==> src/rtl/jsu_pkg.sv <==
// jsu_pkg: shared types and constants of the jacobi symbol unit
// payload structs, status structs and symbol codes; no dependencies

package jsu_pkg;

  localparam int FIELD_WIDTH       = 64;
  localparam int DEF_OPERAND_WIDTH = 64;

  typedef struct packed {
    logic [FIELD_WIDTH-1:0] operand;
    logic [FIELD_WIDTH-1:0] modulus;
  } req_t;

  typedef struct packed {
    logic signed [1:0] symbol;
    logic              invalid;
  } rsp_t;

  typedef struct packed {
    logic busy;
    logic done;
  } rem_stat_t;

  typedef struct packed {
    logic idle;
    logic done;
  } core_stat_t;

  localparam logic signed [1:0] SYM_ZERO = 2'sd0;
  localparam logic signed [1:0] SYM_POS  = 2'sd1;
  localparam logic signed [1:0] SYM_NEG  = -2'sd1;

  localparam logic [2:0] MOD8_THREE = 3'd3;
  localparam logic [2:0] MOD8_FIVE  = 3'd5;
  localparam logic [1:0] MOD4_THREE = 2'd3;

endpackage

==> src/rtl/jsu_rem.sv <==
// jsu_rem: bit-serial restoring remainder unit, one dividend bit per cycle
// depends on jsu_pkg for the status struct

module jsu_rem import jsu_pkg::*; #(
  parameter int OPERAND_WIDTH = DEF_OPERAND_WIDTH
) (
  input  logic                     clk,
  input  logic                     rst,
  input  logic                     start,
  input  logic [OPERAND_WIDTH-1:0] dividend,
  input  logic [OPERAND_WIDTH-1:0] divisor,
  output rem_stat_t                stat,
  output logic [OPERAND_WIDTH-1:0] rem
);

  localparam int CNT_WIDTH = $clog2(OPERAND_WIDTH + 1);

  logic                     busy;
  logic                     done;
  logic [CNT_WIDTH-1:0]     cnt;
  logic [OPERAND_WIDTH-1:0] acc;
  logic [OPERAND_WIDTH-1:0] quo;
  logic [OPERAND_WIDTH-1:0] div;
  logic [OPERAND_WIDTH:0]   trial;
  logic [OPERAND_WIDTH:0]   diff;
  logic                     ge;

  assign trial = {acc, quo[OPERAND_WIDTH-1]};
  assign diff  = trial - {1'b0, div};
  assign ge    = trial >= {1'b0, div};

  always_ff @(posedge clk) begin
    if (rst) begin
      busy <= 1'b0;
      done <= 1'b0;
      cnt  <= '0;
    end else begin
      done <= 1'b0;
      if (start) begin
        busy <= 1'b1;
        cnt  <= CNT_WIDTH'(OPERAND_WIDTH);
      end else if (busy) begin
        cnt <= cnt - CNT_WIDTH'(1);
        if (cnt == CNT_WIDTH'(1)) begin
          busy <= 1'b0;
          done <= 1'b1;
        end
      end
    end
  end

  always_ff @(posedge clk) begin
    if (start) begin
      acc <= '0;
      quo <= dividend;
      div <= divisor;
    end else if (busy) begin
      acc <= ge ? diff[OPERAND_WIDTH-1:0] : trial[OPERAND_WIDTH-1:0];
      quo <= {quo[OPERAND_WIDTH-2:0], 1'b0};
    end
  end

  assign stat = '{busy: busy, done: done};
  assign rem  = acc;

`ifndef SYNTHESIS
  a_partial_below_divisor: assert property (@(posedge clk) disable iff (rst)
    busy |-> acc < div)
    else $error("partial remainder not below divisor");

  a_no_restart: assert property (@(posedge clk) disable iff (rst)
    start |-> !busy)
    else $error("remainder unit restarted while busy");
`endif

endmodule

==> src/rtl/jsu_core.sv <==
// jsu_core: reduction sequencer, strips twos, tracks the sign, swaps a and n
// depends on jsu_pkg and on jsu_rem for the n mod a step

module jsu_core import jsu_pkg::*; #(
  parameter int OPERAND_WIDTH = DEF_OPERAND_WIDTH
) (
  input  logic                     clk,
  input  logic                     rst,
  input  logic                     start,
  input  logic [OPERAND_WIDTH-1:0] a_in,
  input  logic [OPERAND_WIDTH-1:0] n_in,
  input  logic                     ack,
  output core_stat_t               stat,
  output rsp_t                     result
);

  typedef enum logic [4:0] {
    ST_IDLE  = 5'b00001,
    ST_CHECK = 5'b00010,
    ST_STRIP = 5'b00100,
    ST_DIV   = 5'b01000,
    ST_DONE  = 5'b10000
  } state_t;

  localparam logic [OPERAND_WIDTH-1:0] ONE   = OPERAND_WIDTH'(1);
  localparam logic [OPERAND_WIDTH-1:0] THREE = OPERAND_WIDTH'(3);

  state_t                   state, state_next;
  logic [OPERAND_WIDTH-1:0] a, a_next;
  logic [OPERAND_WIDTH-1:0] n, n_next;
  logic                     neg, neg_next;
  logic                     twos, twos_next;
  rsp_t                     res, res_next;
  logic                     div_start;
  logic                     flip;
  logic                     bad_in;
  logic                     flip_neg;
  rem_stat_t                rem_stat;
  logic [OPERAND_WIDTH-1:0] rem;

  jsu_rem #(.OPERAND_WIDTH(OPERAND_WIDTH)) u_rem (
    .clk      (clk),
    .rst      (rst),
    .start    (div_start),
    .dividend (n),
    .divisor  (a),
    .stat     (rem_stat),
    .rem      (rem)
  );

  assign bad_in = !n_in[0] || (n_in < THREE) || (a_in > n_in);
  assign flip   = (twos && (n[2:0] == MOD8_THREE || n[2:0] == MOD8_FIVE))
                ^ (a[1:0] == MOD4_THREE && n[1:0] == MOD4_THREE);
  assign flip_neg = neg ^ flip;

  always_comb begin
    state_next = state;
    a_next     = a;
    n_next     = n;
    neg_next   = neg;
    twos_next  = twos;
    res_next   = res;
    div_start  = 1'b0;
    unique case (state)
      ST_IDLE: begin
        if (start) begin
          if (bad_in) begin
            res_next   = '{symbol: SYM_ZERO, invalid: 1'b1};
            state_next = ST_DONE;
          end else begin
            a_next     = a_in;
            n_next     = n_in;
            neg_next   = 1'b0;
            state_next = ST_CHECK;
          end
        end
      end
      ST_CHECK: begin
        twos_next = 1'b0;
        if (a == '0) begin
          res_next   = '{symbol: SYM_ZERO, invalid: 1'b0};
          state_next = ST_DONE;
        end else if (a == ONE) begin
          res_next   = '{symbol: (neg ? SYM_NEG : SYM_POS), invalid: 1'b0};
          state_next = ST_DONE;
        end else begin
          state_next = ST_STRIP;
        end
      end
      ST_STRIP: begin
        if (!a[0]) begin
          a_next    = a >> 1;
          twos_next = !twos;
        end else begin
          neg_next = flip_neg;
          if (a == ONE) begin
            res_next   = '{symbol: (flip_neg ? SYM_NEG : SYM_POS), invalid: 1'b0};
            state_next = ST_DONE;
          end else begin
            div_start  = 1'b1;
            state_next = ST_DIV;
          end
        end
      end
      ST_DIV: begin
        if (rem_stat.done) begin
          n_next     = a;
          a_next     = rem;
          state_next = ST_CHECK;
        end
      end
      ST_DONE: begin
        if (ack) begin
          state_next = ST_IDLE;
        end
      end
      default: begin
        state_next = ST_IDLE;
      end
    endcase
  end

  always_ff @(posedge clk) begin
    if (rst) begin
      state <= ST_IDLE;
      neg   <= 1'b0;
      twos  <= 1'b0;
    end else begin
      state <= state_next;
      neg   <= neg_next;
      twos  <= twos_next;
    end
  end

  always_ff @(posedge clk) begin
    a   <= a_next;
    n   <= n_next;
    res <= res_next;
  end

  assign stat   = '{idle: (state == ST_IDLE), done: (state == ST_DONE)};
  assign result = res;

`ifndef SYNTHESIS
  a_divisor_odd: assert property (@(posedge clk) disable iff (rst)
    (state == ST_DIV) |-> (a[0] && a != ONE))
    else $error("remainder step with even or unit divisor");

  a_reduction_shrinks: assert property (@(posedge clk) disable iff (rst)
    (state == ST_DIV && rem_stat.done) |=> a < n)
    else $error("reduction round did not shrink operand");
`endif

endmodule

==> src/rtl/jacobi_symbol_unit.sv <==
// jacobi_symbol_unit: top level, request handshake and result register
// depends on jsu_pkg and jsu_core
//
// usage:
//   req channel: operand a and modulus n, transfer when req_valid and !req_stall
//   rsp channel: symbol (-1, 0, 1) and invalid, transfer when rsp_valid and
//     !rsp_stall; one result per request, in order
//   only the low OPERAND_WIDTH bits of operand and modulus are used
//   an even modulus, a modulus below 3 or an operand above the modulus gives
//     invalid = 1 with symbol 0, with no reduction round
//   otherwise each reduction round passes the check state, one strip step
//     per stripped factor of two plus one, and the bit-serial remainder
//     unit, which sets the pace; the round count is at most about
//     1.5 * OPERAND_WIDTH, typically a fraction of that
//   one request is worked on at a time: req_stall is high from the
//     transfer until the result is moved into the output register
//   a stalled result holds in the output register; a finished next result
//     waits in the core until the register is free
//   reset (rst, synchronous) empties the output register and idles the core

module jacobi_symbol_unit import jsu_pkg::*; #(
  parameter int OPERAND_WIDTH = DEF_OPERAND_WIDTH
) (
  input  logic clk,
  input  logic rst,
  input  logic req_valid,
  output logic req_stall,
  input  req_t req,
  output logic rsp_valid,
  input  logic rsp_stall,
  output rsp_t rsp
);

  core_stat_t core_stat;
  rsp_t       core_result;
  logic       start;
  logic       load;

  assign req_stall = !core_stat.idle;
  assign start     = req_valid && core_stat.idle;
  assign load      = core_stat.done && (!rsp_valid || !rsp_stall);

  jsu_core #(.OPERAND_WIDTH(OPERAND_WIDTH)) u_core (
    .clk    (clk),
    .rst    (rst),
    .start  (start),
    .a_in   (req.operand[OPERAND_WIDTH-1:0]),
    .n_in   (req.modulus[OPERAND_WIDTH-1:0]),
    .ack    (load),
    .stat   (core_stat),
    .result (core_result)
  );

  always_ff @(posedge clk) begin
    if (rst) begin
      rsp_valid <= 1'b0;
    end else if (load) begin
      rsp_valid <= 1'b1;
    end else if (!rsp_stall) begin
      rsp_valid <= 1'b0;
    end
  end

  always_ff @(posedge clk) begin
    if (load) begin
      rsp <= core_result;
    end
  end

`ifndef SYNTHESIS
  a_invalid_zero: assert property (@(posedge clk) disable iff (rst)
    (rsp_valid && rsp.invalid) |-> rsp.symbol == SYM_ZERO)
    else $error("invalid result with nonzero symbol");
`endif

endmodule

==> config.mk <==
export PLATFORM = sky130hd
export DESIGN_NAME = jacobi_symbol_unit
export DESIGN_NICKNAME = d
export VERILOG_FILES = /design/src/rtl/jsu_pkg.sv /design/src/rtl/jsu_rem.sv /design/src/rtl/jsu_core.sv /design/src/rtl/jacobi_symbol_unit.sv
export SDC_FILE = /design/constraint.sdc
export NUM_CORES = 1
export LEC_CHECK = 0
export BUFFER_PORTS_ARGS = -buffer_cell sky130_fd_sc_hd__clkbuf_2
export CORE_ASPECT_RATIO = 1.2
export CORE_MARGIN = 2
export CORE_UTILIZATION = 25
export DETAILED_ROUTE_END_ITERATION = 8
export PLACE_DENSITY_LB_ADDON = 0.08
export SYNTH_ARGS = -nofsm -noshare
export SYNTH_HDL_FRONTEND = slang
export SYNTH_SLANG_ARGS = --single-unit
export TNS_END_PERCENT = 20
==> constraint.sdc <==
create_clock -name clk -period 8.6 [get_ports clk]
set_input_delay 0.43 -clock clk [delete_from_list [all_inputs] [get_ports clk]]
set_output_delay 0.43 -clock clk [all_outputs]
set_load 0.01 [all_outputs]
==> results.sh, run 1 <==
export IMPL_nFillCells=8494
export IMPL_critPathKind="register to register"
export IMPL_io_pin_count=137
export IMPL_yosys_area_share_adder=0.0826
export IMPL_drc=4
export IMPL_syn_num_nets=2408
export IMPL_synth_area_leader_cell="edfxtp_1"
export IMPL_antenna_left=0
export IMPL_die_w_um=262
export IMPL_cts_root_buf="clkbuf_16"
export IMPL_synth_compound_area_frac=0.194
export IMPL_finalMaxSlewViolations=0
export IMPL_drtIter0Drc=1521
export IMPL_synth_area_mux_share=0.00352
export IMPL_vias=16707
export IMPL_cts_resized=0
export IMPL_initial_core_util=0.252
export IMPL_final_cells=3294
export IMPL_clock_sinks=343
export IMPL_whs_ps=125
export IMPL_end_kind="register"
export IMPL_antenna_found_initial=7
export IMPL_viasPerCell=5.07
export IMPL_tightest_slew_ps=1140
export IMPL_finalCritPeriodShare=0.629
export IMPL_seqPwrFrac=0.383
export IMPL_hp_class="input port to register"
export IMPL_synth_main_ff_cell="edfxtp_1"
export IMPL_ys_seq_area_frac=0.476
export IMPL_grt_pass1_wl_um=113000
export IMPL_grt_pass1_vias=16964
export IMPL_place_gp_congestion=0.913
export IMPL_cts_setup_buffers=0
export IMPL_place_area_um2=21600
export IMPL_nNetsFinal=2488
export IMPL_cap_violations=0
export IMPL_syn2layout_area_growth_pct=14.8
export IMPL_first_pass_iters=9
export IMPL_ys_async_sr_fraction=0
export IMPL_cp_start_kind="register"
export IMPL_synth_xor_area_frac=0.0281
export IMPL_numCtsBuffers=43
export IMPL_ff2ff_setup_slack_ps=3190
export IMPL_die_h_um=313
export IMPL_rsz0062_at_grt="no"
export IMPL_yosysWarnings=0
export IMPL_p_comb_frac=0.328
export IMPL_hold_violations=0
export IMPL_outcome="complete, but fails checks"
export IMPL_power_clock_fraction=0.289
export IMPL_clock_skew_ps=19.6
export IMPL_cp_arrival_ps=5610
export IMPL_netlist_area_um2=19900
export IMPL_p_sw_mw=2.26
export IMPL_synth_area_leaders="edfxtp_1 39%, ha_1 8.2%, dfxtp_1 8.1%"
export IMPL_fin_area_um2=22900
export IMPL_clock_latency_ps=580
export IMPL_p_per_area_nw_per_um2=259
export IMPL_synth_top_cell_area_share=0.395
export IMPL_clk_pin_slew_ps=60
export IMPL_synth_edf_count=262
export IMPL_totalPowerFinal_mw=5.93
export IMPL_setup_tns_ps=0
export IMPL_leakagePower_nw=9.27
export IMPL_intPower_mw=3.67
export IMPL_grtUsageTotal=0.188
export IMPL_portBuffers=136
export IMPL_cts_tree="built"
export IMPL_cts_buffer_depth=3
export IMPL_synth_top_family_by_area="compound AO/OA/AOI/OAI gates"
export IMPL_fmax_mhz=185
export IMPL_postSynthAreaPerCell_um2=9.29
export IMPL_syn_inst=2145
export IMPL_drt_total_wl_um=78400
export IMPL_worstPathRequired_ps=8800
export IMPL_synth_seq_cells=343
export IMPL_ir_drop_uv=138
export IMPL_gr_total_overflow=0
export IMPL_die_area_um2=82000
export IMPL_dpl_hpwl_um=59200
export IMPL_drive_gt1_frac=0.102
export IMPL_rows=113
export IMPL_grt_max_degree=101
export IMPL_synth_cell_type_count=71
export IMPL_ctsHoldBuffers=0
export IMPL_max_slew_margin=0.234
export IMPL_switching_share=0.381
export IMPL_worst_path_max_fanout=69
export IMPL_core_area_um2=79000
export IMPL_layout_min_cycle_time_ps=5410
export IMPL_place_inst=3215
export IMPL_antennaDiodeCount=0
export IMPL_htreeDepth=2
export IMPL_yosys_area_share_simple=0.151
export IMPL_setup_viol=0
export IMPL_post_drt_wl_per_cell_um=23.8
export IMPL_violations="design-rule violations"
==> kinds of logic after synthesis <==
family                     Yosys count
and+or+nand+nor                    662
adders and majority gates          131
buffers and inverters              333
xor gates and xnor gates            64
DFF                                343
AOI/OAI and AO/OA                  605
muxes                                7
==> per-layer routing <==
layer	global-route usage	routed length (um)	share of wire	vias up
met1	0.225	32200	0.41	8218
met5	0	58	0.00074	-
met2	0.345	40500	0.52	413
li1	-	-	-	7959
met4	0.0571	2220	0.028	10
met3	0.0254	3420	0.044	107
==> layout make-up <==
class | count | area, um2 | share of cell area
repair buffers | 150 | 786 | 0.0343
well taps | 1035 | 1290 | 0.0566
multi-input cells | 1469 | 9200 | 0.402
clock buffers | 59 | 1180 | 0.0515
clock inverters | 20 | 114 | 0.00498
inverters | 218 | 823 | 0.0360
flip-flops and latches | 343 | 9490 | 0.415
==> flip-flops by register name, summed over array words and instances (netlist names) <==
signal             count
u_core.n              64
u_core.u_rem.quo      64
u_core.u_rem.div      64
u_core.twos            1
u_core.result          3
u_core.neg             1
rsp                    3
u_core.u_rem.rem      64
u_core.a              64
u_core.state           5
u_core.u_rem.busy      1
u_core.u_rem.cnt       7
rsp_valid              1
u_core.u_rem.done      1
==> path summary, 6_finish.rpt <==
| path | from | end | cells after the start |
|---|---|---|---|
| setup reg to reg | u_core.a[13] | u_core.u_rem.quo[14] | 8 |
| hold / removal | rsp_stall | rsp_valid | 3 |
| setup / recovery | u_core.a[13] | u_core.u_rem.quo[14] | 8 |
| hold reg to reg | u_core.result[2] | rsp[2] | 0 |
==> cells in the final DEF, fill, tap and decap left out, types with 6 or more instances in the layout <==
master,Yosys,layout
nor2_1,103,101
nor4_1,41,41
clkinv_2,0,7
xnor2_1,34,34
clkbuf_1,97,13
o21a_1,7,7
a21boi_0,6,6
clkbuf_16,0,44
inv_1,218,216
clkbuf_2,0,136
xor2_1,30,30
a31oi_1,18,18
a21o_1,67,67
a211oi_1,15,15
a222oi_1,62,62
or3_1,12,12
a21oi_1,180,180
o21ai_0,179,179
edfxtp_1,262,262
ha_1,130,130
and3_1,6,6
nand4_1,57,57
dfxtp_1,81,80
buf_4,1,14
mux2i_1,7,7
nand2b_1,8,8
nor2b_1,12,12
o21bai_1,15,15
a41oi_1,6,6
nor3b_1,6,6
nand3_1,20,20
o211ai_1,8,8
nor3_1,21,21
clkinv_1,0,8
a221oi_1,8,8
nand2_1,347,346
==> stage by stage <==
stage                     worst slack (ps)  utilization
final                                 3190        0.290
after global routing                  2940        0.290
after detailed placement              3090        0.273
after global placement                3120        0.273
after CTS                             3090        0.290
after floorplan                       4230            -
==> power groups by stage <==
stage	Sequential, mW	Clock (mW)	Combinational (mW)
2_1_floorplan	2.15	0	1.42
3_3_place_gp	2.31	0	1.95
3_5_place_dp	2.31	0	1.95
4_1_cts	2.28	1.77	1.96
5_1_grt	2.28	1.83	2.18
6_report	2.27	1.71	1.94
==> worst max-delay path: stages, from the launching register on <==
cell	delay (ps)
edfxtp_1	500
nor4_1	960
nand4_1	250
nor4_1	940
or2_4	580
inv_6	330
nor2_1	920
inv_2	30
buf_4	400
==> cells in the mapped netlist, types with 3 or more instances <==
cell and n:
o211ai_1 8, a31oi_1 18, nand2_1 347, xnor2_1 34, dfxtp_1 81, xor2_1 30
nand2b_1 8, a41oi_1 6, nor3b_1 6, and3_1 6, a21boi_0 6, nand4_1 57
nor4b_1 3, inv_1 218, a21o_1 67, a21oi_1 180, a222oi_1 62, nor4_1 41
a221oi_1 8, buf_2 13, ha_1 130, and2_1 6, nor3_1 21, o21ai_0 179
or2_2 4, or3_1 12, o21a_1 7, edfxtp_1 262, nand3b_1 5, clkbuf_1 97
nor2b_1 12, nor2_1 103, mux2i_1 7, nand3_1 20, o21bai_1 15, buf_1 3
a211oi_1 15, a2111oi_0 4
No activity file was read; power rests on OpenSTA's default activity.
==> run 2: changes to the inputs <==
--- a/config.mk
+++ b/config.mk
@@ -5,6 +5,7 @@
 export SDC_FILE = /design/constraint.sdc
 export NUM_CORES = 1
 export LEC_CHECK = 0
+export ABC_AREA = 1
 export BUFFER_PORTS_ARGS = -buffer_cell sky130_fd_sc_hd__clkbuf_2
 export CORE_ASPECT_RATIO = 1.2
 export CORE_MARGIN = 2
==> constraint.sdc (replaced) <==
create_clock -name clk -period 4.7 [get_ports clk]
set_input_delay 0.235 -clock clk [delete_from_list [all_inputs] [get_ports clk]]
set_output_delay 0.235 -clock clk [all_outputs]
set_load 0.01 [all_outputs]
==> run 2 against run 1 <==
  * Core utilization up 0.76 points
  * Largest power group unchanged
  * Critical endpoint is now u_core.n[50]
  * Wire length up 4.6%
  * Clock skew up 0.70 ps
  * Global-route usage down 0.51 points
  * Power up 56%
  * Critical path depth up 6
  * Via count up 13%
  * Register-to-register slack worse by 2100 ps
  * Non-clock buffer count up 47
  * Worst hold slack worse by 98 ps
  * Final area up 10%
  * Die area up 8.0%
  * Critical path type is now input port to register
  * The run now ends clean
==> results.sh, run 2 <==
export IMPL_cp_common_cell="nand2_1"
export IMPL_mostFrequentLayoutCell="nand2_1"
export IMPL_cts_resized=0
export IMPL_cts_buffer_depth=3
export IMPL_cp_depth=14
export IMPL_initial_core_util=0.253
export IMPL_place_area_um2=23500
export IMPL_ys_async_sr_fraction=0
export IMPL_cp_arrival_ps=4060
export IMPL_synth_compound_area_frac=0.105
export IMPL_cts_setup_buffers=0
export IMPL_die_area_um2=88500
export IMPL_vias=18814
export IMPL_synth_edf_count=262
export IMPL_drtIter0Drc=1282
export IMPL_grt_max_degree=168
export IMPL_yosysWarnings=0
export IMPL_cts_root_buf="clkbuf_16"
export IMPL_ys_seq_area_frac=0.440
export IMPL_synth_xor_area_frac=0.0171
export IMPL_cap_violations=0
export IMPL_critPathKind="input port to register"
export IMPL_yosys_area_share_simple=0.274
export IMPL_regArea_um2=9490
export IMPL_worst_path_buf_inv=3
export IMPL_die_h_um=326
export IMPL_io_pin_count=137
export IMPL_portBuffers=136
export IMPL_timing_rr_end="u_core.u_rem.rem[12]"
export IMPL_end_kind="register"
export IMPL_antennaDiodeCount=0
export IMPL_fmax_mhz=259
export IMPL_layout_min_cycle_time_ps=3860
export IMPL_leakagePower_nw=11.1
export IMPL_drive_gt1_frac=0.108
export IMPL_nNetsFinal=3162
export IMPL_final_cell_mix="836 x nand2_1, 364 x inv_1, 262 x edfxtp_1"
export IMPL_syn_inst=2735
export IMPL_dpl_hpwl_um=64900
export IMPL_fin_area_um2=25300
export IMPL_ff2ff_path_depth=14
export IMPL_gr_total_overflow=0
export IMPL_die_w_um=272
export IMPL_first_pass_iters=5
export IMPL_grt_pass1_wl_um=123000
export IMPL_worstSetupStartpoint="req[121]"
export IMPL_viasPerCell=4.63
export IMPL_max_stage_delay_ps=550
export IMPL_cp_start_kind="input port"
export IMPL_synth_top_family_by_area="simple AND/OR/NAND/NOR gates"
export IMPL_cp_cell_sequence="dlygate4sd3_1 -> clkbuf_2 -> ha_1 -> nand4_1 -> nor3_1 -> nand3_1 -> nor2_1 -> nand4_1 -> nand2_1 -> nand2_1 -> nand2_1 -> nand2_1 -> nor2_4 -> buf_4"
export IMPL_finalCritPeriodShare=0.821
export IMPL_tightest_slew_ps=879
export IMPL_finalMaxSlewViolations=0
export IMPL_ff2ff_setup_slack_ps=1130
export IMPL_htreeDepth=2
export IMPL_ctsHoldBuffers=33
export IMPL_grt_pass1_vias=19136
export IMPL_outcome="completed"
export IMPL_multi_input_area_um2=10200
export IMPL_drt_total_wl_um=82000
export IMPL_ir_drop_uv=358
export IMPL_syn2layout_area_growth_pct=17.3
export IMPL_drc=0
export IMPL_synth_common_cells="836 x nand2_1, 364 x inv_1, 262 x edfxtp_1"
export IMPL_worstPathRequired_ps=4900
export IMPL_setup_tns_ps=0
export IMPL_synth_area_mux_share=0
export IMPL_synth_cell_type_count=47
export IMPL_clk_pin_slew_ps=60
export IMPL_rows=117
export IMPL_max_slew_margin=0.414
export IMPL_setup_viol=0
export IMPL_netlist_area_um2=21500
export IMPL_path_delay_family="simple AND/OR/NAND/NOR gates"
export IMPL_hold_violations=0
export IMPL_rsz0062_at_grt="no"
export IMPL_cts_tree="built"
export IMPL_clock_latency_ps=590
export IMPL_synth_main_ff_cell="edfxtp_1"
export IMPL_synth_top_cell_area_share=0.365
export IMPL_worst_path_max_fanout=41
export IMPL_postSynthAreaPerCell_um2=7.88
export IMPL_synth_area_leader_cell="edfxtp_1"
export IMPL_grtUsageTotal=0.183
export IMPL_synth_seq_cells=343
export IMPL_synth_area_leaders="edfxtp_1 37%, nand2_1 15%, ha_1 7.6%"
export IMPL_post_drt_wl_per_cell_um=20.2
export IMPL_yosys_area_share_adder=0.0764
export IMPL_cp_endpoint="u_core.n[50]"
export IMPL_place_gp_congestion=0.868
export IMPL_syn_num_nets=2998
export IMPL_antenna_found_initial=0
export IMPL_clock_sinks=343
export IMPL_p_per_area_nw_per_um2=365
export IMPL_clock_skew_ps=20.3
export IMPL_r2r_start="u_core.u_rem.div[49]"
export IMPL_numCtsBuffers=42
export IMPL_nFillCells=9169
export IMPL_synth_most_common_cell="nand2_1"
export IMPL_cp_slowest_cell="dlygate4sd3_1"
export IMPL_core_area_um2=85100
export IMPL_hp_class="input port to register"
export IMPL_antenna_left=0
run 2: changes by cell type in the layout (fill, tap and decap cells not counted), moves of 19 or more:
cell           before  now
nand3b_2            0   27
inv_1             216  364
a21o_1             67    4
nand2_1           346  836
a21oi_1           180  131
nor2_1            101  202
nand3_1            20  152
xor2_1             30    9
dlygate4sd3_1       0   33
o21ai_0           179  160
a22oi_1             0   41
nor4_1             41   20
a222oi_1           62    0
run 2: worst min-delay path by stage:
stage	from	to	slack, ps	depth (start not counted)
after global placement	u_core.result[1]	rsp[1]	410	0
after global routing	req[114]	u_core.a[50]	20	3
after CTS	req[66]	u_core.a[2]	0.9	3
final	req[114]	u_core.a[50]	30	3
after floorplan	u_core.result[0]	rsp[0]	400	0
after detailed placement	u_core.result[0]	rsp[0]	410	0
run 2: layer usage:
metal	vias to the layer above	part of all wire	track usage
li1	9404	-	-
met1	8958	0.49	0.260
met2	368	0.45	0.293
met3	84	0.039	0.0229
met4	0	0.021	0.0442
met5	-	0	0
run 2: layout make-up:
cell class | count | share of cell area
multi-input cells | 1934 | 0.405
flip-flops and latches | 343 | 0.375
inverters | 381 | 0.0567
well taps | 1130 | 0.0559
repair buffers | 197 | 0.0513
clock buffers | 60 | 0.0467
clock inverters | 18 | 0.00866
run 2: stage by stage:
step                power [mW]  setup slack (ps)   util  cells  hold slack, ps
finish                    9.23               842  0.297   4063            27.3
global route              9.68               530  0.297   4063            16.6
floorplan                 5.21              46.9      -   2735             400
detailed placement        5.92               751  0.277   3952             409
global placement          5.93               628  0.277   3952             408
CTS                       9.37               832  0.297   4063           0.910
run 2: tightest hold or removal path, delay by kind of cell:
kind	cells	cell delay [ps]
AO/OA/AOI/OAI	1	80
buffers and inverters	1	90
AND/OR/NAND/NOR	1	70
run 2: kinds of logic (layout without fill, tap and decap cells):
kind of cell,count (synthesis),in the layout
AND/OR/NAND/NOR,1358,1358
AO/OA/AOI/OAI,403,403
flip-flops,343,343
buffers and inverters,458,656
adder cells (fa/ha/maj),131,131
XOR/XNOR,42,42
run 2: where the power goes:
| group | internal [mW] | switching, mW | leakage [nW] |
|---|---|---|---|
| sequential | 4.06 | 0.410 | 3.06 |
| combinational | 0.388 | 1.01 | 7.39 |
| clock | 1.98 | 1.38 | 0.680 |
| total | 6.43 | 2.80 | 11.1 |
==> run 3: changes to the inputs <==
==> constraint.sdc (replaced) <==
create_clock -name clk -period 3.55 [get_ports clk]
set_input_delay 0.1775 -clock clk [delete_from_list [all_inputs] [get_ports clk]]
set_output_delay 0.1775 -clock clk [all_outputs]
set_load 0.01 [all_outputs]
==> run 3 against run 2 <==
  * Worst setup slack worse by 480 ps
  * Wire length up 1.5%
  * Register-to-register slack got worse by 680 ps
==> results.sh, run 3 (same netlist as run 2, synthesis figures left out) <==
export IMPL_outcome="completed"
export IMPL_mostFrequentLayoutCell="nand2_1"
export IMPL_rsz0062_at_grt="no"
export IMPL_vias=19400
export IMPL_r2r_start="u_core.u_rem.rem[39]"
export IMPL_tightest_slew_ps=956
export IMPL_seqPwrFrac=0.484
export IMPL_cts_root_buf="clkbuf_16"
export IMPL_post_place_ws_ps=105
export IMPL_nFillCells=9129
export IMPL_numCtsBuffers=42
export IMPL_drc=0
export IMPL_timing_rr_end="u_core.u_rem.rem[62]"
export IMPL_viasPerCell=4.69
export IMPL_nNetsFinal=3232
export IMPL_cp_start_kind="input port"
export IMPL_switching_share=0.309
export IMPL_hold_violations=0
export IMPL_place_inst=3972
export IMPL_worstPathRequired_ps=3820
export IMPL_rows=117
export IMPL_post_drt_wl_per_cell_um=20.1
export IMPL_drt_total_wl_um=83200
export IMPL_cts_setup_buffers=0
export IMPL_gr_total_overflow=0
export IMPL_finalCoreUtilization=0.305
export IMPL_ff2ff_setup_slack_ps=450
export IMPL_drive_gt1_frac=0.113
export IMPL_cts_tree="built"
export IMPL_place_gp_congestion=0.887
export IMPL_io_pin_count=137
export IMPL_worst_path_max_fanout=28
export IMPL_die_area_um2=88500
export IMPL_cap_violations=0
export IMPL_grt_max_degree=99
export IMPL_whs_ps=16.2
export IMPL_drtIter0Drc=1320
export IMPL_grtUsageTotal=0.186
export IMPL_antenna_found_initial=0
export IMPL_clock_sinks=343
export IMPL_antenna_left=0
export IMPL_portBuffers=136
export IMPL_initial_core_util=0.253
export IMPL_core_area_um2=85100
export IMPL_cp_arrival_ps=3460
export IMPL_finalCritPeriodShare=0.898
export IMPL_p_sw_mw=3.78
export IMPL_clock_latency_ps=590
export IMPL_grt_pass1_vias=19677
export IMPL_setup_viol=0
export IMPL_power_clock_fraction=0.350
export IMPL_leakagePower_nw=11.5
export IMPL_end_kind="register"
export IMPL_hp_start="req[37]"
export IMPL_layout_min_cycle_time_ps=3190
export IMPL_cp_common_cell="nand2_1"
export IMPL_dpl_hpwl_um=65800
export IMPL_ff2ff_path_depth=12
export IMPL_hp_class="input port to register"
export IMPL_fmax_mhz=314
export IMPL_cts_buffer_depth=3
export IMPL_clock_skew_ps=16.5
export IMPL_final_cell_mix="836 x nand2_1, 364 x inv_1, 262 x edfxtp_1"
export IMPL_cp_slowest_cell="dlygate4sd3_1"
export IMPL_clk_pin_slew_ps=60
export IMPL_worstHoldPathCells=3
export IMPL_first_pass_iters=6
export IMPL_final_cells=4133
export IMPL_intPower_mw=8.47
export IMPL_min_to="u_core.n[37]"
export IMPL_cp_cell_sequence="dlygate4sd3_1 -> clkbuf_2 -> inv_1 -> ha_1 -> nand4_1 -> nor3_2 -> nand3_1 -> nor2_1 -> buf_4 -> nand4_1 -> nand2_1 -> nand2_1 -> nand2_1 -> nand2_1 -> nor3_4 -> buf_12 -> buf_12"
export IMPL_max_stage_delay_ps=550
export IMPL_max_slew_margin=0.363
export IMPL_htreeDepth=2
export IMPL_critPathKind="input port to register"
export IMPL_die_w_um=272
export IMPL_ir_drop_uv=393
export IMPL_antennaDiodeCount=0
export IMPL_p_comb_frac=0.166
export IMPL_syn2layout_area_growth_pct=20.6
export IMPL_die_h_um=326
export IMPL_worst_slack_ps=361
export IMPL_worstSetupStartpoint="req[57]"
export IMPL_finalMaxSlewViolations=0
export IMPL_p_per_area_nw_per_um2=472
export IMPL_grt_pass1_wl_um=125000
export IMPL_setup_tns_ps=0
==> run 3: cell count changes in the layout (fill, tap and decap cells not counted), sizes merged <==
cell / before / now
clkinvlp: 2 / 1
clkbuf: 196 / 197
buf: 28 / 48
dlygate4sd3: 33 / 83
clkinv: 13 / 16
bufinv: 4 / 1
==> run 3: metrics by stage <==
step                      instance area, um2  power, mW
final                                  26000       12.3
after global routing                   26000       12.8
after CTS                              26000       12.4
after detailed placement               23800       7.99
after global placement                 23800       7.97
after floorplan                        21600       6.88
==> run 3: cell type report <==
type                       instances  area (um2)  area share
clock buffer                      61        1200      0.0463
clock inverter                    17         143     0.00549
inverter                         381        1430      0.0551
multi-input combinational       1934       10200       0.394
sequential                       343        9490       0.365
tap                             1130        1410      0.0544
timing repair buffer             267        2060      0.0793
==> run 3: worst max-delay path by stage <==
stage | to | slack (ps) | cells after the start
6_report | u_core.a[50] | 360 | 17
5_1_grt | u_core.a[48] | 110 | 17
4_1_cts | u_core.a[48] | 170 | 17
3_5_place_dp | u_core.a[50] | 100 | 16
3_3_place_gp | u_core.a[50] | 80 | 16
2_1_floorplan | u_core.n[0] | -4 | 12
==> run 3: critical path, delay by kind of cell <==
kind	cells	cell delay, ps
simple gates	10	1650
buf+inv	6	1270
fa+ha+maj	1	310
==> run 3: timing repair <==
item / 4_1_cts / 5_1_grt
endpoints found under the hold margin: 87 / 0
hold buffers: 83 / 0
setup endpoints to repair: 0 / 121
gates resized for setup: 0 / 1
==> run 3: per-layer routing <==
metal,global-route usage,up-vias,share of wire
met5,0,-,0
met4,0.0585,0,0.031
met3,0.0272,120,0.044
met2,0.307,449,0.47
met1,0.249,9295,0.46
li1,-,9536,-
==> run 3: power by group through the flow <==
stage / sequential, mW / combinational, mW / clock (mW)
after floorplan: 5.77 / 1.11 / 0
after global placement: 6.01 / 1.96 / 0
after detailed placement: 6.01 / 1.98 / 0
after CTS: 5.94 / 2.06 / 4.44
after global routing: 6.02 / 2.25 / 4.58
final: 5.94 / 2.03 / 4.29
